[src/design/plist_pkg.sv]
// Shared types and constants for the positional list engine.
package plist_pkg;

    // List capacity and the widths that follow from it
    localparam int CAPACITY = 64;
    localparam int AW       = $clog2(CAPACITY);
    localparam int CW       = $clog2(CAPACITY + 1);
    localparam int PW       = 7;
    localparam int VW       = 8;
    localparam int PCW      = ((CW > PW) ? CW : PW) + 1;

    typedef enum logic [1:0] {
        OP_INSERT = 2'd0,
        OP_DELETE = 2'd1,
        OP_READ   = 2'd2,
        OP_FIND   = 2'd3
    } op_t;

    typedef enum logic [1:0] {
        ST_OK        = 2'd0,
        ST_BAD_POS   = 2'd1,
        ST_FULL      = 2'd2,
        ST_NOT_FOUND = 2'd3
    } status_t;

    typedef struct packed {
        op_t           operation;
        logic [PW-1:0] position;
        logic [VW-1:0] value;
    } req_t;

    typedef struct packed {
        status_t       status;
        logic [VW-1:0] data_out;
        logic [PW-1:0] found_position;
        logic [PW-1:0] length;
    } res_t;

endpackage

[src/design/plist_ram.sv]
// Simple dual-port RAM: one write port, one registered read port.
module plist_ram #(
    parameter int DEPTH = 64,
    parameter int WIDTH = 8
) (
    input  logic                     aclk,
    input  logic                     we,
    input  logic [$clog2(DEPTH)-1:0] waddr,
    input  logic [WIDTH-1:0]         wdata,
    input  logic [$clog2(DEPTH)-1:0] raddr,
    output logic [WIDTH-1:0]         rdata
);

    logic [WIDTH-1:0] mem [DEPTH];

    // Write port
    always_ff @(posedge aclk) begin
        if (we) begin
            mem[waddr] <= wdata;
        end
    end

    // Registered read port
    always_ff @(posedge aclk) begin
        rdata <= mem[raddr];
    end

endmodule

[src/design/plist_ctrl.sv]
// Sequencer that walks the list store one entry per cycle for each operation.
module plist_ctrl
    import plist_pkg::*;
(
    input  logic          aclk,
    input  logic          aresetn,
    input  logic          req_valid,
    input  req_t          req,
    output logic          req_ready,
    output logic          res_valid,
    output res_t          res,
    input  logic          res_take,
    output logic          mem_we,
    output logic [AW-1:0] mem_waddr,
    output logic [VW-1:0] mem_wdata,
    output logic [AW-1:0] mem_raddr,
    input  logic [VW-1:0] mem_rdata
);

    typedef enum logic [2:0] {
        S_IDLE,
        S_DECODE,
        S_SHIFT_UP,
        S_PLACE,
        S_FETCH,
        S_SHIFT_DOWN,
        S_SCAN,
        S_RESULT
    } state_t;

    state_t        state_reg, state_next;
    req_t          req_reg, req_next;
    logic [CW-1:0] cnt_reg, cnt_next;
    logic [AW-1:0] idx_reg, idx_next;
    status_t       status_reg, status_next;
    logic [VW-1:0] data_reg, data_next;
    logic [PW-1:0] found_reg, found_next;

    logic [PCW-1:0] pos_ext, cnt_ext, pos_m1_ext, cnt_m1_ext, cnt_p1_ext, fnd_ext;
    logic [AW-1:0]  pos_a, pos_m1, cnt_m1;
    logic [AW-1:0]  idx_inc, idx_dec, idx_lim;
    logic           idx_hit;

    // Position and count arithmetic, widened so the compares never wrap
    assign pos_ext    = PCW'(req_reg.position);
    assign cnt_ext    = PCW'(cnt_reg);
    assign pos_m1_ext = pos_ext - PCW'(1);
    assign cnt_m1_ext = cnt_ext - PCW'(1);
    assign cnt_p1_ext = cnt_ext + PCW'(1);
    assign pos_a      = pos_ext[AW-1:0];
    assign pos_m1     = pos_m1_ext[AW-1:0];
    assign cnt_m1     = cnt_m1_ext[AW-1:0];

    // Shared index unit: step up, step down, compare against the walk limit
    assign idx_inc = idx_reg + AW'(1);
    assign idx_dec = idx_reg - AW'(1);
    assign idx_lim = (state_reg == S_SHIFT_UP) ? pos_m1 : cnt_m1;
    assign idx_hit = (idx_reg == idx_lim);
    assign fnd_ext = PCW'(idx_reg) + PCW'(1);

    // Next-state and store access logic
    always_comb begin
        state_next  = state_reg;
        req_next    = req_reg;
        cnt_next    = cnt_reg;
        idx_next    = idx_reg;
        status_next = status_reg;
        data_next   = data_reg;
        found_next  = found_reg;
        mem_we      = 1'b0;
        mem_waddr   = idx_inc;
        mem_wdata   = mem_rdata;
        mem_raddr   = '0;

        unique case (state_reg)
            S_IDLE: begin
                if (req_valid) begin
                    req_next   = req;
                    state_next = S_DECODE;
                end
            end

            S_DECODE: begin
                status_next = ST_OK;
                data_next   = '0;
                found_next  = '0;
                unique case (req_reg.operation)
                    OP_INSERT: begin
                        if (pos_ext == '0 || pos_ext > cnt_p1_ext) begin
                            status_next = ST_BAD_POS;
                            state_next  = S_RESULT;
                        end else if (cnt_ext == PCW'(CAPACITY)) begin
                            status_next = ST_FULL;
                            state_next  = S_RESULT;
                        end else if (pos_ext == cnt_p1_ext) begin
                            state_next = S_PLACE;
                        end else begin
                            mem_raddr  = cnt_m1;
                            idx_next   = cnt_m1;
                            state_next = S_SHIFT_UP;
                        end
                    end
                    OP_DELETE, OP_READ: begin
                        if (pos_ext == '0 || pos_ext > cnt_ext) begin
                            status_next = ST_BAD_POS;
                            state_next  = S_RESULT;
                        end else begin
                            mem_raddr  = pos_m1;
                            state_next = S_FETCH;
                        end
                    end
                    OP_FIND: begin
                        if (cnt_reg == '0) begin
                            status_next = ST_NOT_FOUND;
                            state_next  = S_RESULT;
                        end else begin
                            mem_raddr  = '0;
                            idx_next   = '0;
                            state_next = S_SCAN;
                        end
                    end
                    default: state_next = S_RESULT;
                endcase
            end

            // Move the entry just read one slot up, walking toward the insert point
            S_SHIFT_UP: begin
                mem_we    = 1'b1;
                mem_waddr = idx_inc;
                mem_wdata = mem_rdata;
                if (idx_hit) begin
                    state_next = S_PLACE;
                end else begin
                    idx_next  = idx_dec;
                    mem_raddr = idx_dec;
                end
            end

            // Drop the new value into the opened slot
            S_PLACE: begin
                mem_we     = 1'b1;
                mem_waddr  = pos_m1;
                mem_wdata  = req_reg.value;
                cnt_next   = cnt_reg + CW'(1);
                state_next = S_RESULT;
            end

            S_FETCH: begin
                data_next = mem_rdata;
                if (req_reg.operation == OP_READ) begin
                    state_next = S_RESULT;
                end else if (pos_ext == cnt_ext) begin
                    cnt_next   = cnt_reg - CW'(1);
                    state_next = S_RESULT;
                end else begin
                    idx_next   = pos_a;
                    mem_raddr  = pos_a;
                    state_next = S_SHIFT_DOWN;
                end
            end

            // Move the entry just read one slot down to close the gap
            S_SHIFT_DOWN: begin
                mem_we    = 1'b1;
                mem_waddr = idx_dec;
                mem_wdata = mem_rdata;
                if (idx_hit) begin
                    cnt_next   = cnt_reg - CW'(1);
                    state_next = S_RESULT;
                end else begin
                    idx_next  = idx_inc;
                    mem_raddr = idx_inc;
                end
            end

            // Compare each entry in turn; stop at the first match
            S_SCAN: begin
                if (mem_rdata == req_reg.value) begin
                    found_next = fnd_ext[PW-1:0];
                    state_next = S_RESULT;
                end else if (idx_hit) begin
                    status_next = ST_NOT_FOUND;
                    state_next  = S_RESULT;
                end else begin
                    idx_next  = idx_inc;
                    mem_raddr = idx_inc;
                end
            end

            S_RESULT: begin
                if (res_take) begin
                    state_next = S_IDLE;
                end
            end

            default: state_next = S_IDLE;
        endcase
    end

    // Hold state, count and result fields
    always_ff @(posedge aclk) begin
        if (!aresetn) begin
            state_reg <= S_IDLE;
            cnt_reg   <= '0;
        end else begin
            state_reg <= state_next;
            cnt_reg   <= cnt_next;
        end
        req_reg    <= req_next;
        idx_reg    <= idx_next;
        status_reg <= status_next;
        data_reg   <= data_next;
        found_reg  <= found_next;
    end

    assign req_ready          = (state_reg == S_IDLE);
    assign res_valid          = (state_reg == S_RESULT);
    assign res.status         = status_reg;
    assign res.data_out       = data_reg;
    assign res.found_position = found_reg;
    assign res.length         = cnt_ext[PW-1:0];

endmodule

[src/design/positional_list_engine.sv]
// Top level of the positional list engine: stream ports, store and output register.
//
// Usage: each item on the s_ channel carries one operation (insert, delete,
// read, find) on an ordered list of up to CAPACITY bytes held in an on-chip
// RAM. Each item yields exactly one result item on the m_ channel with a
// status, the byte removed or read, the position found and the new length.
//
// Timing: the block takes one item at a time; s_tready is high only while
// the sequencer is idle. The sequencer walks the RAM one entry per cycle
// through its single registered read port: an insert shifts the entries
// from the position up one slot and then places the value (appending
// places it directly), a delete fetches the entry and shifts the entries
// above it down, a read fetches the entry, a find scans from the first
// entry to the first match or the end, and a rejected operation goes
// straight to its result.
// Reset clears the length to zero; the RAM needs no clearing pass, as only
// slots below the length are ever read. When the receiver stalls, the
// output register holds the result and the block still accepts and works
// one further item, which then waits until the register frees up.
module positional_list_engine
    import plist_pkg::*;
(
    input  logic        aclk,
    input  logic        aresetn,
    input  logic        s_tvalid,
    output logic        s_tready,
    input  logic [23:0] s_tdata,   // operation[1:0], position[8:2], value[16:9], zero fill
    output logic        m_tvalid,
    input  logic        m_tready,
    output logic [23:0] m_tdata    // status[1:0], data_out[9:2], found_position[16:10], length[23:17]
);

    req_t          req;
    res_t          res;
    logic          res_valid, res_take;
    logic          mem_we;
    logic [AW-1:0] mem_waddr, mem_raddr;
    logic [VW-1:0] mem_wdata, mem_rdata;
    logic          m_valid_reg;
    logic [23:0]   m_data_reg;

    // Unpack the input item
    assign req.operation = op_t'(s_tdata[1:0]);
    assign req.position  = s_tdata[8:2];
    assign req.value     = s_tdata[16:9];

    plist_ctrl u_ctrl (
        .aclk      (aclk),
        .aresetn   (aresetn),
        .req_valid (s_tvalid),
        .req       (req),
        .req_ready (s_tready),
        .res_valid (res_valid),
        .res       (res),
        .res_take  (res_take),
        .mem_we    (mem_we),
        .mem_waddr (mem_waddr),
        .mem_wdata (mem_wdata),
        .mem_raddr (mem_raddr),
        .mem_rdata (mem_rdata)
    );

    plist_ram #(
        .DEPTH (CAPACITY),
        .WIDTH (VW)
    ) u_ram (
        .aclk  (aclk),
        .we    (mem_we),
        .waddr (mem_waddr),
        .wdata (mem_wdata),
        .raddr (mem_raddr),
        .rdata (mem_rdata)
    );

    // Load the output register when it is empty or being drained
    assign res_take = res_valid && (!m_valid_reg || m_tready);

    always_ff @(posedge aclk) begin
        if (!aresetn) begin
            m_valid_reg <= 1'b0;
        end else if (res_take) begin
            m_valid_reg <= 1'b1;
        end else if (m_tready) begin
            m_valid_reg <= 1'b0;
        end
        if (res_take) begin
            m_data_reg <= {res.length, res.found_position, res.data_out, res.status};
        end
    end

    assign m_tvalid = m_valid_reg;
    assign m_tdata  = m_data_reg;

endmodule
[config.mk]
export PLATFORM = sky130hd
export DESIGN_NAME = positional_list_engine
export DESIGN_NICKNAME = d
export VERILOG_FILES = /design/src/design/plist_pkg.sv /design/src/design/plist_ram.sv /design/src/design/plist_ctrl.sv /design/src/design/positional_list_engine.sv
export SDC_FILE = /design/constraint.sdc
export NUM_CORES = 1
export LEC_CHECK = 0
export BUFFER_PORTS_ARGS = -buffer_cell sky130_fd_sc_hd__clkbuf_2
export CAP_MARGIN = 10
export CORE_ASPECT_RATIO = 0.5
export CORE_MARGIN = 2
export CORE_UTILIZATION = 40
export DETAILED_ROUTE_END_ITERATION = 16
export REMOVE_ABC_BUFFERS = 1
export SLEW_MARGIN = 40
export SYNTH_ARGS = -nofsm -noshare
export SYNTH_HDL_FRONTEND = slang
export SYNTH_HIERARCHICAL = 1
export SYNTH_SLANG_ARGS = --single-unit
[constraint.sdc]
create_clock -name aclk -period 5.75 [get_ports aclk]
set_input_delay 0.575 -clock aclk [delete_from_list [all_inputs] [get_ports aclk]]
set_output_delay 0.575 -clock aclk [all_outputs]
set_load 0.05 [all_outputs]
==> impl_metrics.py, run 1 <==
metrics = {
    "status": {
        "status": "complete, no violations",
    },
    "placed_design": {
        "port_buffers": 46,
        "dpl_worst_slack_ns": 0.744,
        "hpwl_um": 38800,
        "place_congestion": 0.884,
    },
    "sta": {
        "whs_ns": 0.159,
        "setup_tns_ns": 0,
        "hold_viol": 0,
        "maxSlewViolCount": 0,
        "fin_crit_sh_pct": 89.0,
        "worstMarginPinSlew_ns": 0.868,
        "rsz0062_at_grt": "false",
        "max_freq_ghz": 0.195,
        "min_period_ns": 5.12,
        "fin_ws_ns": 0.632,
        "finalClockSkew_ns": 0.0151,
        "relSlewSlack_pct": 41.9,
        "setup_viol_count_final": 0,
    },
    "synthesis": {
        "synth.area.mux_share_pct": 13.7,
        "synth-xor-area-share_pct": 1.47,
        "synth_cell_types": 71,
        "synthAdderAreaFrac_pct": 1.43,
        "synth_top_family_by_area": "multiplexers",
        "postSynth.asyncResetShare_pct": 0,
        "synth_cells": 1421,
        "synth-compound-area-share_pct": 4.78,
        "synth_area_per_cell_um2": 17.6,
        "synth_warnings": 6,
        "synth_edf_count": 576,
        "ys_seq_area_share_pct": 70.6,
        "synthFlopType": "edfxtp_1",
        "synth_area_um2": 25000,
        "yosys.area_share.simple_pct": 5.90,
        "ys_ff_latch": 595,
    },
    "worst_setup_path": {
        "cp.required_ns": 6.20,
        "crit_type": "flip-flop to flip-flop",
        "cp.arrival_ns": 5.57,
        "worst_setup_path_start_kind": "flip-flop",
        "cp-end-kind": "flip-flop",
        "cp_max_fo": 32,
    },
    "die": {
        "initial_utilization_pct": 40.7,
        "dieArea_um2": 64700,
        "row_count": 64,
        "die_y_um": 181,
        "die_w_um": 358,
        "io_pins": 54,
        "coreArea_um2": 61500,
    },
    "drt": {
        "drc_errors": 0,
        "vias_per_cell": 5.70,
        "drtPass1Iterations": 6,
        "wire_per_inst_um": 25.0,
        "num_vias": 13500,
        "ant_nets": 0,
        "drtIter0Drc": 1518,
        "wl_um": 59100,
    },
    "finish": {
        "nFillCells": 5173,
        "layout-drive-gt1-share_pct": 24.6,
        "fin_nets": 1555,
        "antennaDiodeCount": 0,
        "layout_commonest_cell": "edfxtp_1",
        "area_growth_syn_to_layout_pct": 12.6,
        "final_cell_mix": "edfxtp_1, mux4_2, nor2_1, nand2_1, clkbuf_16",
        "largest_register_ffs": 512,
    },
    "cts": {
        "post_cts_resized": 0,
        "root_buffer": "clkbuf_16",
        "htreeDepth": 2,
        "clk_pin_slew_ns": 0.07,
        "cts_max_path_buffers": 3,
        "cts.sinks": 595,
        "cts_setup_buffers": 0,
        "cts_tree": "built",
        "clock_latency_ns": 0.60,
        "cts_made_buffers": 53,
        "cts_hold_buf": 0,
    },
    "power_and_ir_drop": {
        "total_leakage_power_uw": 0.00886,
        "p_total_uw": 15700,
        "vdd_drop_max_v": 0.000311,
        "power_density_nw_per_um2": 558,
    },
    "global_routing": {
        "globalRouteTotalUtil_pct": 18.2,
        "grt_max_degree": 65,
        "grt_pass1_wl_um": 87800,
        "antenna_found_initial": 0,
        "overflow": 0,
        "grt_pass1_vias": 13500,
    },
    "hold_path": {
        "hp-class": "primary input to flip-flop",
    },
    "flow_run": {
        "maxCapViolations": 0,
    },
}
## worst paths after layout
check | startpoint | endpoint | slack, ns | cells after the start
worst max register to register | u_ctrl/cnt_reg[3] | u_ram/rdata[3] | 0.63 | 16
worst min register to register | u_ctrl/data_reg[4] | m_tdata[6] | 0.42 | 0
worst min-delay path | s_tdata[12] | u_ctrl/req_reg[3] | 0.16 | 1
worst max-delay path | u_ctrl/cnt_reg[3] | u_ram/rdata[3] | 0.63 | 16
## critical path: stages, from the launching register on
cell and delay (ns):
dfxtp_1 0.59, inv_1 0.13, nor3_1 0.27, nand3_1 0.13, xnor2_1 0.17, ha_1 0.27
and3_1 0.19, o31ai_1 0.07, a21oi_1 0.14, or2_2 0.40, o22ai_1 0.18, a221o_4 0.57
buf_12 0.33, mux4_2 0.57, mux4_2 0.55, o21ai_1 0.24, o41ai_1 0.12
## final cells by class
class | instances | area, um2 | area share [%]
timing repair buffer | 102 | 742 | 2.63
multi-input combinational | 728 | 6970 | 24.7
clock inverter | 38 | 352 | 1.25
clock buffer | 60 | 1350 | 4.80
sequential | 595 | 17700 | 62.7
tap | 825 | 1030 | 3.66
inverter | 19 | 71.3 | 0.253
## metrics by stage
| stage | utilization (%) | instance area (um2) | cells |
|---|---|---|---|
| after global placement | 42.9 | 26400 | 2268 |
| after global routing | 45.8 | 28200 | 2367 |
| final | 45.8 | 28200 | 2367 |
| after CTS | 45.7 | 28100 | 2366 |
| after floorplan | - | 24600 | 1342 |
| after detailed placement | 42.9 | 26400 | 2268 |
## Yosys cell counts (all sizes together), types with 22 or more instances
cell type  count  area share, %
nor2         116            1.7
buf           45            1.3
nor3          22           0.46
ha            27            1.3
edfxtp       576             69
o21ai         27           0.55
nand3         24           0.48
clkbuf        34           0.51
a21oi         31           0.66
mux4         126             11
mux2i         35            1.4
nand2         69            1.0
xnor2         34            1.2
## metal layers
metal / wire length [um] / part of all wire (%) / global-route usage [%]
met1: 24800 / 42 / 25.6
met2: 28700 / 49 / 30.1
met3: 4380 / 7.4 / 2.87
met4: 1250 / 2.1 / 4.22
met5: 0 / 0 / 0
## cell families (layout without fill, tap and decap cells)
group | count (synthesis) | after routing
fa+ha+maj | 28 | 28
flops | 595 | 595
compound gates | 167 | 167
xor+xnor | 42 | 42
simple gates | 309 | 309
mux | 182 | 182
buf+inv | 98 | 219
## report_power, final
| part | switching, uW | internal, uW |
|---|---|---|
| combinational | 3950 | 2330 |
| sequential | 191 | 5770 |
| clock | 1560 | 1930 |
| total | 5700 | 10000 |
(Power assumes the default switching activity.)
==> run 2: changes to the inputs <==
CORE_UTILIZATION = 45   (was 40)
RECOVER_POWER = 100   (was default)
==> run 2 against run 1 <==
  * The flow now finishes with violations (max-capacitance violations, max-slew violations)
  * Sequential share of layout area grew 0.72 points
  * Utilization grew 4.6 points
  * Flip-flop and latch count is the same
  * Sequential power grew 1%
  * Non-clock buffer count grew 6
  * Clock-buffer cell count shrank 1
  * Largest power group unchanged
==> impl_metrics.py, run 2 (synthesized netlist as in run 1, its figures left out) <==
metrics = {
    "drt": {
        "wire_per_inst_um": 25.8,
        "num_vias": 13600,
        "drtPass1Iterations": 7,
        "wl_um": 59400,
        "drtIter0Drc": 1479,
        "ant_nets": 0,
        "drc_errors": 0,
        "vias_per_cell": 5.89,
    },
    "sta": {
        "min_period_ns": 5.40,
        "worstMarginPinSlew_ns": 2.30,
        "hold_viol": 0,
        "setup_viol_count_final": 0,
        "fin_crit_sh_pct": 93.9,
        "max_freq_ghz": 0.185,
        "finalClockSkew_ns": 0.0193,
        "rsz0062_at_grt": "false",
        "maxSlewViolCount": 375,
        "fin_ws_ns": 0.350,
        "relSlewSlack_pct": -53.2,
    },
    "hold_path": {
        "min_from": "s_tdata[7]",
        "hp-class": "primary input to flip-flop",
        "min_to": "u_ctrl/pos_a[5]",
        "hold_depth": 1,
    },
    "finish": {
        "multi_input_area_um2": 6840,
        "largest_register_ffs": 512,
        "layout-drive-gt1-share_pct": 19.1,
        "fin_nets": 1560,
        "regArea_um2": 17700,
        "layout_commonest_cell": "edfxtp_1",
        "area_growth_syn_to_layout_pct": 11.4,
        "final_cell_mix": "edfxtp_1, mux4_2, nor2_1, nand2_1",
        "nFillCells": 4506,
        "antennaDiodeCount": 0,
    },
    "power_and_ir_drop": {
        "power_density_nw_per_um2": 560,
        "total_leakage_power_uw": 0.00868,
        "p_total_uw": 15600,
        "vdd_drop_max_v": 0.000265,
    },
    "status": {
        "status": "complete, but fails checks",
        "violations": "max-capacitance violations, max-slew violations",
    },
    "global_routing": {
        "antenna_found_initial": 0,
        "grt_pass1_wl_um": 88100,
        "grt_max_degree": 65,
        "grt_pass1_vias": 13600,
        "overflow": 0,
        "globalRouteTotalUtil_pct": 20.8,
    },
    "worst_setup_path": {
        "cp-end-kind": "flip-flop",
        "cp-startpoint": "u_ctrl/pos_a[0]",
        "reg2reg_depth": 16,
        "timing.reg2reg.setup_slack_ns": 0.35,
        "r2r_start": "u_ctrl/pos_a[0]",
        "worst_setup_path_start_kind": "flip-flop",
        "rr_endpoint": "u_ram/rdata[7]",
        "cp_max_fo": 21,
        "crit_type": "flip-flop to flip-flop",
        "cp.arrival_ns": 5.92,
        "cp.required_ns": 6.28,
    },
    "placed_design": {
        "port_buffers": 46,
        "place_congestion": 0.923,
        "dpl_worst_slack_ns": 0.504,
        "hpwl_um": 38800,
    },
    "die": {
        "die_y_um": 171,
        "dieArea_um2": 57600,
        "initial_utilization_pct": 45.3,
        "coreArea_um2": 55300,
        "row_count": 61,
        "io_pins": 54,
        "die_w_um": 338,
    },
    "cts": {
        "cts_hold_buf": 0,
        "cts_made_buffers": 52,
        "clk_pin_slew_ns": 0.07,
        "cts_tree": "built",
        "clock_latency_ns": 0.59,
        "cts.sinks": 595,
        "cts_setup_buffers": 0,
        "post_cts_resized": 0,
        "htreeDepth": 2,
        "root_buffer": "clkbuf_16",
        "cts_max_path_buffers": 3,
    },
    "flow_run": {
        "maxCapViolations": 9,
    },
}
[run 2: cell types whose count changed in the layout (fill, tap and decap cells not counted), sizes merged]
cell and delta:
buf -17, clkinv -2, bufinv -1, inv +2
clkbuf +22
[run 2: power breakdown]
part           total [uW]  internal (uW)  switching (uW)  leakage (uW)
clock                3470           1880            1580      0.000822
sequential           6020           5820             201       0.00537
combinational        6120           2270            3850       0.00249
[run 2: per-layer routing]
| metal | wire length (um) | global-route usage [%] | up-vias | part of all wire (%) |
|---|---|---|---|---|
| li1 | - | - | 5875 | - |
| met1 | 24600 | 28.7 | 7048 | 41 |
| met2 | 29200 | 34.7 | 539 | 49 |
| met3 | 4430 | 4.06 | 92 | 7.5 |
| met4 | 1100 | 4.54 | 0 | 1.9 |
| met5 | 0 | 0 | - | 0 |
[run 2: worst max path at each step]
stage,to,slack [ns],cells after the start
2_1_floorplan,u_ram/rdata[6],-7.05,15
3_3_place_gp,u_ram/rdata[7],0.48,18
3_5_place_dp,u_ram/rdata[7],0.50,17
4_1_cts,u_ram/rdata[7],0.48,17
5_1_grt,u_ram/rdata[7],0.05,18
6_report,u_ram/rdata[7],0.35,16
[run 2: layout make-up]
type	instances	share of cell area [%]
Clock buffer	59	4.84
Clock inverter	37	1.15
Inverter	19	0.256
Multi-Input combinational cell	728	24.5
Sequential cell	595	63.4
Tap cell	756	3.39
Timing Repair Buffer	108	2.40
[run 2: per-stage QoR]
| stage | hold WS (ns) | setup TNS (ns) | utilization (%) | std cells | area [um2] |
|---|---|---|---|---|---|
| floorplan | 0.400 | -55.47 | - | 1342 | 24600 |
| global placement | 0.403 | 0 | 47.7 | 2206 | 26300 |
| detailed placement | 0.407 | 0 | 47.8 | 2206 | 26400 |
| CTS | 0.133 | 0 | 50.8 | 2302 | 28100 |
| global route | 0.133 | 0 | 50.4 | 2302 | 27900 |
| finish | 0.165 | 0 | 50.4 | 2302 | 27900 |
[run 2: worst max-delay path: stages (launching register included)]
cell and delay [ns]:
edfxtp_1 0.41, inv_1 0.23, ha_1 0.30, nor3b_1 0.40
xnor2_1 0.30, mux2i_1 0.20, xnor2_1 0.28, and4_1 0.58
nor2_1 0.13, a221o_4 0.55, buf_12 0.26, buf_4 0.25
mux4_2 0.37, o22ai_1 0.07, o21ai_0 0.50, o311ai_1 0.33
nand2_1 0.14
